===== src/hw/rtl/fba_pkg.sv =====
package fba_pkg;

   typedef logic [2:0] op_type;
   typedef logic [1:0] status_type;

   localparam op_type OP_FIRST  = 3'd0;
   localparam op_type OP_BEST   = 3'd1;
   localparam op_type OP_WORST  = 3'd2;
   localparam op_type OP_FREE   = 3'd3;
   localparam op_type OP_DEFINE = 3'd4;

   localparam status_type ST_ALLOCATED = 2'd0;
   localparam status_type ST_NO_FIT    = 2'd1;
   localparam status_type ST_DONE      = 2'd2;
   localparam status_type ST_IGNORED   = 2'd3;

endpackage


===== src/hw/rtl/fit_block_allocator.sv =====
// A fit reads n = min(blocks_in_use, NUM_BLOCKS) entries, one a cycle, then writes the entry
// that it claims, if any, and registers its result; a fit that finds none skips the write.
// Free reads and then writes back its entry and define writes its entry; a fit with n = 0, an
// ignored free or define and unknown ops go straight to the result. One request is in flight at a time.
// Reset is synchronous; the table RAM is then cleared entry by entry with req_stall high,
// and blocks_in_use returns to 1.
module fit_block_allocator #(
   parameter int NUM_BLOCKS = 16,
   parameter int SIZE_BITS  = 16
) (
   input  logic                 clock,
   input  logic                 reset,
   input  logic                 req_valid,
   output logic                 req_stall,
   input  fba_pkg::op_type      req_operation,
   input  logic [15:0]          req_request_size,
   input  logic [3:0]           req_block_index,
   input  logic [15:0]          req_block_size,
   output logic                 rsp_valid,
   input  logic                 rsp_stall,
   output fba_pkg::status_type  rsp_status,
   output logic [3:0]           rsp_granted_index,
   input  logic                 psel,
   input  logic                 penable,
   input  logic                 pwrite,
   input  logic [2:0]           paddr,
   input  logic [31:0]          pwdata,
   output logic [31:0]          prdata,
   output logic                 pready
);

   import fba_pkg::*;

   localparam int AW = $clog2(NUM_BLOCKS);
   localparam int CW = $clog2(NUM_BLOCKS + 1);
   localparam int DW = SIZE_BITS + 1;

   localparam logic [2:0] S_CLEAR   = 3'd0;
   localparam logic [2:0] S_IDLE    = 3'd1;
   localparam logic [2:0] S_SCAN    = 3'd2;
   localparam logic [2:0] S_FREE_RD = 3'd3;
   localparam logic [2:0] S_FREE_WB = 3'd4;
   localparam logic [2:0] S_WRITE   = 3'd5;
   localparam logic [2:0] S_FINISH  = 3'd6;

   logic [2:0]           state_ff, state_in;
   op_type               op_ff, op_in;
   logic [SIZE_BITS-1:0] need_ff, need_in;
   logic [AW-1:0]        idx_ff, idx_in;
   logic [4:0]           biu_ff, biu_in;
   logic [CW-1:0]        scan_ff, scan_in;
   logic                 pend_ff, pend_in;
   logic [AW-1:0]        rd_idx_ff, rd_idx_in;
   logic                 found_ff, found_in;
   logic [AW-1:0]        chosen_ff, chosen_in;
   logic [SIZE_BITS-1:0] left_ff, left_in;
   logic [SIZE_BITS-1:0] csize_ff, csize_in;
   logic [AW-1:0]        wr_addr_ff, wr_addr_in;
   logic [DW-1:0]        wr_data_ff, wr_data_in;
   status_type           st_ff, st_in;
   logic [3:0]           grant_ff, grant_in;
   logic                 rsp_valid_ff, rsp_valid_in;
   status_type           rsp_status_ff, rsp_status_in;
   logic [3:0]           rsp_grant_ff, rsp_grant_in;

   logic [CW-1:0]        count_eff;
   logic                 scan_issue;
   logic                 ram_we;
   logic [AW-1:0]        ram_waddr;
   logic [DW-1:0]        ram_wdata;
   logic                 ram_re;
   logic [AW-1:0]        ram_raddr;
   logic [DW-1:0]        ram_rdata;
   logic                 pick_take;
   logic [SIZE_BITS-1:0] pick_left;
   logic                 accept;
   logic                 csr_write;

   assign count_eff = (32'(biu_ff) > NUM_BLOCKS) ? CW'(NUM_BLOCKS) : CW'(biu_ff);
   assign scan_issue = (scan_ff != count_eff);
   assign accept = req_valid && !req_stall;
   assign csr_write = psel && penable && pwrite && !paddr[2];

   assign req_stall = (state_ff != S_IDLE);
   assign rsp_valid = rsp_valid_ff;
   assign rsp_status = rsp_status_ff;
   assign rsp_granted_index = rsp_grant_ff;
   assign pready = 1'b1;
   assign prdata = paddr[2] ? 32'd0 : 32'(biu_ff);

   fba_ram #(
      .WIDTH(DW),
      .DEPTH(NUM_BLOCKS)
   ) u_table (
      .clock(clock),
      .we(ram_we),
      .waddr(ram_waddr),
      .wdata(ram_wdata),
      .re(ram_re),
      .raddr(ram_raddr),
      .rdata(ram_rdata)
   );

   fba_pick #(
      .SIZE_BITS(SIZE_BITS)
   ) u_pick (
      .mode(op_ff),
      .need(need_ff),
      .entry_size(ram_rdata[SIZE_BITS-1:0]),
      .entry_taken(ram_rdata[SIZE_BITS]),
      .found(found_ff),
      .best_left(left_ff),
      .take(pick_take),
      .left(pick_left)
   );

   always_comb begin
      state_in      = state_ff;
      op_in         = op_ff;
      need_in       = need_ff;
      idx_in        = idx_ff;
      biu_in        = csr_write ? pwdata[4:0] : biu_ff;
      scan_in       = scan_ff;
      pend_in       = 1'b0;
      rd_idx_in     = rd_idx_ff;
      found_in      = found_ff;
      chosen_in     = chosen_ff;
      left_in       = left_ff;
      csize_in      = csize_ff;
      wr_addr_in    = wr_addr_ff;
      wr_data_in    = wr_data_ff;
      st_in         = st_ff;
      grant_in      = grant_ff;
      rsp_valid_in  = rsp_valid_ff && rsp_stall;
      rsp_status_in = rsp_status_ff;
      rsp_grant_in  = rsp_grant_ff;
      ram_we        = 1'b0;
      ram_waddr     = wr_addr_ff;
      ram_wdata     = wr_data_ff;
      ram_re        = 1'b0;
      ram_raddr     = scan_ff[AW-1:0];

      unique case (state_ff)
         S_CLEAR: begin
            ram_we    = 1'b1;
            ram_waddr = scan_ff[AW-1:0];
            ram_wdata = '0;
            scan_in   = scan_ff + 1'b1;
            if (scan_ff == CW'(NUM_BLOCKS - 1)) begin
               scan_in  = '0;
               state_in = S_IDLE;
            end
         end
         S_IDLE: begin
            if (accept) begin
               op_in    = req_operation;
               need_in  = SIZE_BITS'(32'(req_request_size));
               idx_in   = AW'(req_block_index);
               grant_in = 4'd0;
               unique case (req_operation) inside
                  OP_FIRST, OP_BEST, OP_WORST: begin
                     if (count_eff == '0) begin
                        st_in    = ST_NO_FIT;
                        state_in = S_FINISH;
                     end else begin
                        scan_in  = '0;
                        found_in = 1'b0;
                        state_in = S_SCAN;
                     end
                  end
                  OP_FREE: begin
                     if (32'(req_block_index) < 32'(count_eff)) begin
                        st_in    = ST_DONE;
                        state_in = S_FREE_RD;
                     end else begin
                        st_in    = ST_IGNORED;
                        state_in = S_FINISH;
                     end
                  end
                  OP_DEFINE: begin
                     if (32'(req_block_index) < NUM_BLOCKS) begin
                        wr_addr_in = AW'(req_block_index);
                        wr_data_in = {1'b0, SIZE_BITS'(32'(req_block_size))};
                        st_in      = ST_DONE;
                        state_in   = S_WRITE;
                     end else begin
                        st_in    = ST_IGNORED;
                        state_in = S_FINISH;
                     end
                  end
                  default: begin
                     st_in    = ST_IGNORED;
                     state_in = S_FINISH;
                  end
               endcase
            end
         end
         S_SCAN: begin
            if (scan_issue) begin
               ram_re    = 1'b1;
               ram_raddr = scan_ff[AW-1:0];
               rd_idx_in = scan_ff[AW-1:0];
               pend_in   = 1'b1;
               scan_in   = scan_ff + 1'b1;
            end
            if (pend_ff && pick_take) begin
               found_in  = 1'b1;
               chosen_in = rd_idx_ff;
               left_in   = pick_left;
               csize_in  = ram_rdata[SIZE_BITS-1:0];
            end
            if (!scan_issue) begin
               if (found_in) begin
                  wr_addr_in = chosen_in;
                  wr_data_in = {1'b1, csize_in};
                  st_in      = ST_ALLOCATED;
                  grant_in   = 4'(32'(chosen_in));
                  state_in   = S_WRITE;
               end else begin
                  st_in    = ST_NO_FIT;
                  state_in = S_FINISH;
               end
            end
         end
         S_FREE_RD: begin
            ram_re    = 1'b1;
            ram_raddr = idx_ff;
            state_in  = S_FREE_WB;
         end
         S_FREE_WB: begin
            ram_we    = 1'b1;
            ram_waddr = idx_ff;
            ram_wdata = {1'b0, ram_rdata[SIZE_BITS-1:0]};
            state_in  = S_FINISH;
         end
         S_WRITE: begin
            ram_we   = 1'b1;
            state_in = S_FINISH;
         end
         S_FINISH: begin
            if (!rsp_valid_ff || !rsp_stall) begin
               rsp_valid_in  = 1'b1;
               rsp_status_in = st_ff;
               rsp_grant_in  = grant_ff;
               state_in      = S_IDLE;
            end
         end
         default: begin
            state_in = S_IDLE;
         end
      endcase
   end

   always_ff @(posedge clock) begin
      if (reset) begin
         state_ff     <= S_CLEAR;
         scan_ff      <= '0;
         pend_ff      <= 1'b0;
         biu_ff       <= 5'd1;
         rsp_valid_ff <= 1'b0;
      end else begin
         state_ff     <= state_in;
         scan_ff      <= scan_in;
         pend_ff      <= pend_in;
         biu_ff       <= biu_in;
         rsp_valid_ff <= rsp_valid_in;
      end
      op_ff         <= op_in;
      need_ff       <= need_in;
      idx_ff        <= idx_in;
      rd_idx_ff     <= rd_idx_in;
      found_ff      <= found_in;
      chosen_ff     <= chosen_in;
      left_ff       <= left_in;
      csize_ff      <= csize_in;
      wr_addr_ff    <= wr_addr_in;
      wr_data_ff    <= wr_data_in;
      st_ff         <= st_in;
      grant_ff      <= grant_in;
      rsp_status_ff <= rsp_status_in;
      rsp_grant_ff  <= rsp_grant_in;
   end

   a_ram_one_access: assert property (@(posedge clock) disable iff (reset)
      !(ram_we && ram_re))
      else $error("table RAM read and written in the same cycle");

   a_grant_zero: assert property (@(posedge clock) disable iff (reset)
      (rsp_valid && (rsp_status != ST_ALLOCATED)) |-> (rsp_granted_index == 4'd0))
      else $error("granted index set on a request that claimed no block");

   a_scan_bound: assert property (@(posedge clock) disable iff (reset)
      (state_ff == S_SCAN) |-> (scan_ff <= count_eff))
      else $error("scan address ran past the active count");

   a_scan_drain: assert property (@(posedge clock) disable iff (reset)
      ((state_ff == S_SCAN) && !scan_issue) |-> pend_ff)
      else $error("scan ended without a last entry to evaluate");

endmodule


===== src/hw/rtl/fba_ram.sv =====
module fba_ram #(
   parameter int WIDTH = 8,
   parameter int DEPTH = 16
) (
   input  logic                     clock,
   input  logic                     we,
   input  logic [$clog2(DEPTH)-1:0] waddr,
   input  logic [WIDTH-1:0]         wdata,
   input  logic                     re,
   input  logic [$clog2(DEPTH)-1:0] raddr,
   output logic [WIDTH-1:0]         rdata
);

   logic [WIDTH-1:0] mem [DEPTH];
   logic [WIDTH-1:0] rdata_ff;

   always_ff @(posedge clock) begin
      if (we) begin
         mem[waddr] <= wdata;
      end
      if (re) begin
         rdata_ff <= mem[raddr];
      end
   end

   assign rdata = rdata_ff;

endmodule


===== src/hw/rtl/fba_pick.sv =====
module fba_pick #(
   parameter int SIZE_BITS = 16
) (
   input  fba_pkg::op_type        mode,
   input  logic [SIZE_BITS-1:0]   need,
   input  logic [SIZE_BITS-1:0]   entry_size,
   input  logic                   entry_taken,
   input  logic                   found,
   input  logic [SIZE_BITS-1:0]   best_left,
   output logic                   take,
   output logic [SIZE_BITS-1:0]   left
);

   import fba_pkg::*;

   logic fits;
   logic better;

   always_comb begin
      fits   = !entry_taken && (entry_size >= need);
      left   = entry_size - need;
      better = ((mode == OP_BEST) && (left < best_left)) ||
               ((mode == OP_WORST) && (left > best_left));
      take   = fits && (!found || better);
   end

endmodule

===== config.mk =====
export PLATFORM = sky130hd
export DESIGN_NAME = fit_block_allocator
export DESIGN_NICKNAME = d
export VERILOG_FILES = /design/src/hw/rtl/fba_pkg.sv /design/src/hw/rtl/fit_block_allocator.sv /design/src/hw/rtl/fba_ram.sv /design/src/hw/rtl/fba_pick.sv
export SDC_FILE = /design/constraint.sdc
export NUM_CORES = 1
export LEC_CHECK = 0
export BUFFER_PORTS_ARGS = -buffer_cell sky130_fd_sc_hd__buf_2
export CORE_MARGIN = 2
export CORE_UTILIZATION = 45
export DETAILED_ROUTE_END_ITERATION = 8
export PLACE_DENSITY = 0.67
export SLEW_MARGIN = 20
export SYNTH_ARGS = -nofsm -noshare
export SYNTH_HDL_FRONTEND = slang
export SYNTH_SLANG_ARGS = --single-unit

===== constraint.sdc =====
create_clock -name clock -period 5.1 [get_ports clock]
set_input_delay 0.51 -clock clock [delete_from_list [all_inputs] [get_ports clock]]
set_output_delay 0.51 -clock clock [all_outputs]
set_load 0.01 [all_outputs]

==> results.sh <==
export IMPL_clockRootBuffer="clkbuf_16"
export IMPL_max_slew_margin_pct=29.9
export IMPL_fin_setup_tns_ns=0
export IMPL_ys_ff_latch=401
export IMPL_worstSetupEndpointType="flop"
export IMPL_grt_pass1_wl_mm=57.8
export IMPL_fp_dieH_um=201
export IMPL_n_antenna_cell=0
export IMPL_fin_util_pct=51.6
export IMPL_vias_per_cell=5.67
export IMPL_start_util_pct=45.4
export IMPL_slew_viol_final=0
export IMPL_wl_mm=37.8
export IMPL_die_w_um=201
export IMPL_place_hpwl_mm=22.6
export IMPL_gp_congestion=0.839
export IMPL_ys_seq_area_share_pct=67.9
export IMPL_synth_fa_ha_area_share_pct=2.83
export IMPL_peakVddDrop_v=0.000420
export IMPL_io_pins=122
export IMPL_synth_most_common_cell="edfxtp_1"
export IMPL_final_area_mm2=0.0199
export IMPL_synth_area_leaders="edfxtp_1 (66%), mux4_2 (8.7%), ha_1 (2.7%), nand2_1 (2.5%), dfxtp_1 (1.7%)"
export IMPL_synth_distinct_cells=66
export IMPL_htree_levels=2
export IMPL_synthFlopType="edfxtp_1"
export IMPL_period_share_pct=94.8
export IMPL_fill_cells=3184
export IMPL_synth_top_family_by_area="multiplexers"
export IMPL_wl_per_cell_um=21.0
export IMPL_finalPower_w=0.0107
export IMPL_placed_cell_area_mm2=0.0186
export IMPL_placementRows=72
export IMPL_critPathKind="reg -> reg"
export IMPL_fmax_mhz=207
export IMPL_clkLatencyLatePin_ns=0.55
export IMPL_cp_max_fo=11
export IMPL_startpoint_type="flop"
export IMPL_io_buffers=64
export IMPL_drt_iter0_drc=999
export IMPL_synthTopCellsByCount="edfxtp_1 (386), nand2_1 (117), nor2_1 (75)"
export IMPL_grtUsageTotal_pct=18.7
export IMPL_finalSetupViolations=0
export IMPL_grt_pass1_vias=9955
export IMPL_drv_cap=0
export IMPL_via_count=10200
export IMPL_finClkSkew_ns=0.0219
export IMPL_pre_cts_ws_ns=0.0627
export IMPL_cp_required_ns=5.36
export IMPL_drc=0
export IMPL_period_needed_ns=4.84
export IMPL_syn_area_mm2=0.0175
export IMPL_clk_pin_slew_ns=0.06
export IMPL_arrival_ns=5.10
export IMPL_grt_setup_unrepaired="false"
export IMPL_timing_hold_violations_final=0
export IMPL_synthXorXnorAreaFrac_pct=0.901
export IMPL_area_delta_synth_final_pct=13.7
export IMPL_firstDrtPassIters=5
export IMPL_cts_sinks=401
export IMPL_synth_edf_count=386
export IMPL_setup_ws_ns=0.264
export IMPL_yosysWarnings=0
export IMPL_antenna_found_initial=0
export IMPL_final_nets=1374
export IMPL_synth_top_cell_area_share_pct=66.2
export IMPL_cts_buffers=41
export IMPL_grt_ovfl_total=0
export IMPL_syn_inst=1152
export IMPL_syn_mean_instance_area_um2=15.2
export IMPL_pwr_density_cell_mw_per_mm2=536
export IMPL_coreArea_mm2=0.0386
export IMPL_postCtsHoldBufs=0
export IMPL_die_area_mm2=0.0405
export IMPL_cts_tree="done"
export IMPL_status="completed"
export IMPL_leakage_nw=7.00
export IMPL_yosys_area_top_type="edfxtp_1"
export IMPL_drive_above_1_share_pct=21.2
export IMPL_worstHoldPathType="in -> reg"
export IMPL_yosys_area_share_simple_pct=7.69
export IMPL_cts_buffer_depth=3
export IMPL_ant_nets=0
export IMPL_grt_max_degree=69
export IMPL_async_flop_share_pct=0
export IMPL_worstMarginPinSlew_ns=1.05
export IMPL_synth_compound_area_share_pct=6.70
export IMPL_muxShareOfSynthArea_pct=10.0
cell type report:
type	count	area [um2]	share of cell area, %
well taps	518	648	3.26
repair buffers	112	734	3.69
flip-flops and latches	401	11900	59.7
clock inverters	28	293	1.47
inverters	46	174	0.874
multi-input cells	652	5120	25.7
clock buffers	47	1050	5.27
kinds of logic (layout without fill, tap and decap cells):
family                     after synthesis  after routing
other                                    2             28
adders and majority gates               39             39
muxes                                   87             87
buffers and inverters                  125            233
DFF                                    401            401
AOI/OAI and AO/OA                      189            189
xor gates and xnor gates                18             18
and+or+nand+nor                        291            291
sequential cells by signal (all words and copies together) (netlist names):
| signal | flops |
|---|---|
| wr_addr_ff | 4 |
| grant_ff | 4 |
| idx_ff | 4 |
| wr_data_ff | 17 |
| rsp_valid | 1 |
| rsp_status | 2 |
| state_ff | 3 |
| csize_ff | 16 |
| u_table.mem | 272 |
| rsp_granted_index | 4 |
| scan_ff | 5 |
| st_ff | 2 |
| chosen_ff | 4 |
| found_ff | 1 |
| op_ff | 3 |
| rd_idx_ff | 4 |
| need_ff | 16 |
| u_table.rdata | 17 |
| left_ff | 16 |
| pend_ff | 1 |
| biu_ff | 5 |
where the power goes:
part | switching, W | internal (W)
registers | 0.000170 | 0.00448
logic | 0.00187 | 0.00114
clock network | 0.00126 | 0.00174
total | 0.00330 | 0.00736
critical path, cell delays in order, from the launching register on:
cell	delay, ns
edfxtp_1	0.38
inv_1	0.07
ha_1	0.21
fa_1	0.40
nand2b_1	0.18
a211oi_1	0.26
nor2_1	0.12
o21bai_1	0.26
a21o_1	0.15
a21oi_1	0.07
xnor2_1	0.17
ha_1	0.31
nand4_1	0.19
or4_1	0.55
a21o_1	0.19
and4_1	0.21
or2_4	0.31
buf_4	0.21
o21ai_1	0.19
a31oi_1	0.11
routing by layer:
| layer | vias to the layer above | share of wire (%) | global-route usage, % |
|---|---|---|---|
| met5 | - | 0 | 0 |
| met1 | 5135 | 44 | 27.5 |
| li1 | 4572 | - | - |
| met3 | 65 | 7.9 | 2.61 |
| met4 | 0 | 2.4 | 5.65 |
| met2 | 450 | 46 | 29.0 |
cell usage in the layout (no fill, tap or decap), drive strengths merged, types with 15 or more instances in the layout:
cell	count
edfxtp	386
a211oi	22
nand2	117
ha	38
and2	18
buf	112
o21ai	54
inv	47
clkbuf	47
a31oi	41
conb	28
nand3	21
dfxtp	15
nor2	76
clkinv	20
a21oi	32
mux4	68
final timing paths:
check	start	endpoint	slack [ns]	cells past startpoint
worst min-delay path	req_request_size[8]	need_ff[8]	0.13	1
worst max register to register	u_table.rdata[0]	wr_data_ff[8]	0.26	19
worst min register to register	st_ff[1]	rsp_status[1]	0.42	0
worst max-delay path	u_table.rdata[0]	wr_data_ff[8]	0.26	19
through the flow:
stage / instances / hold WS, ns
after global placement: 1728 / 0.400
after global routing: 1804 / 0.119
final: 1804 / 0.130
after CTS: 1804 / 0.110
after floorplan: 1178 / 0.400
after detailed placement: 1729 / 0.407
timing repair:
item,4_1_cts,5_1_grt
buffers inserted,0,0
resized for setup,0,4
endpoints found under the hold margin,0,0
endpoints found under the setup margin,0,58
(Power assumes the default switching activity.)
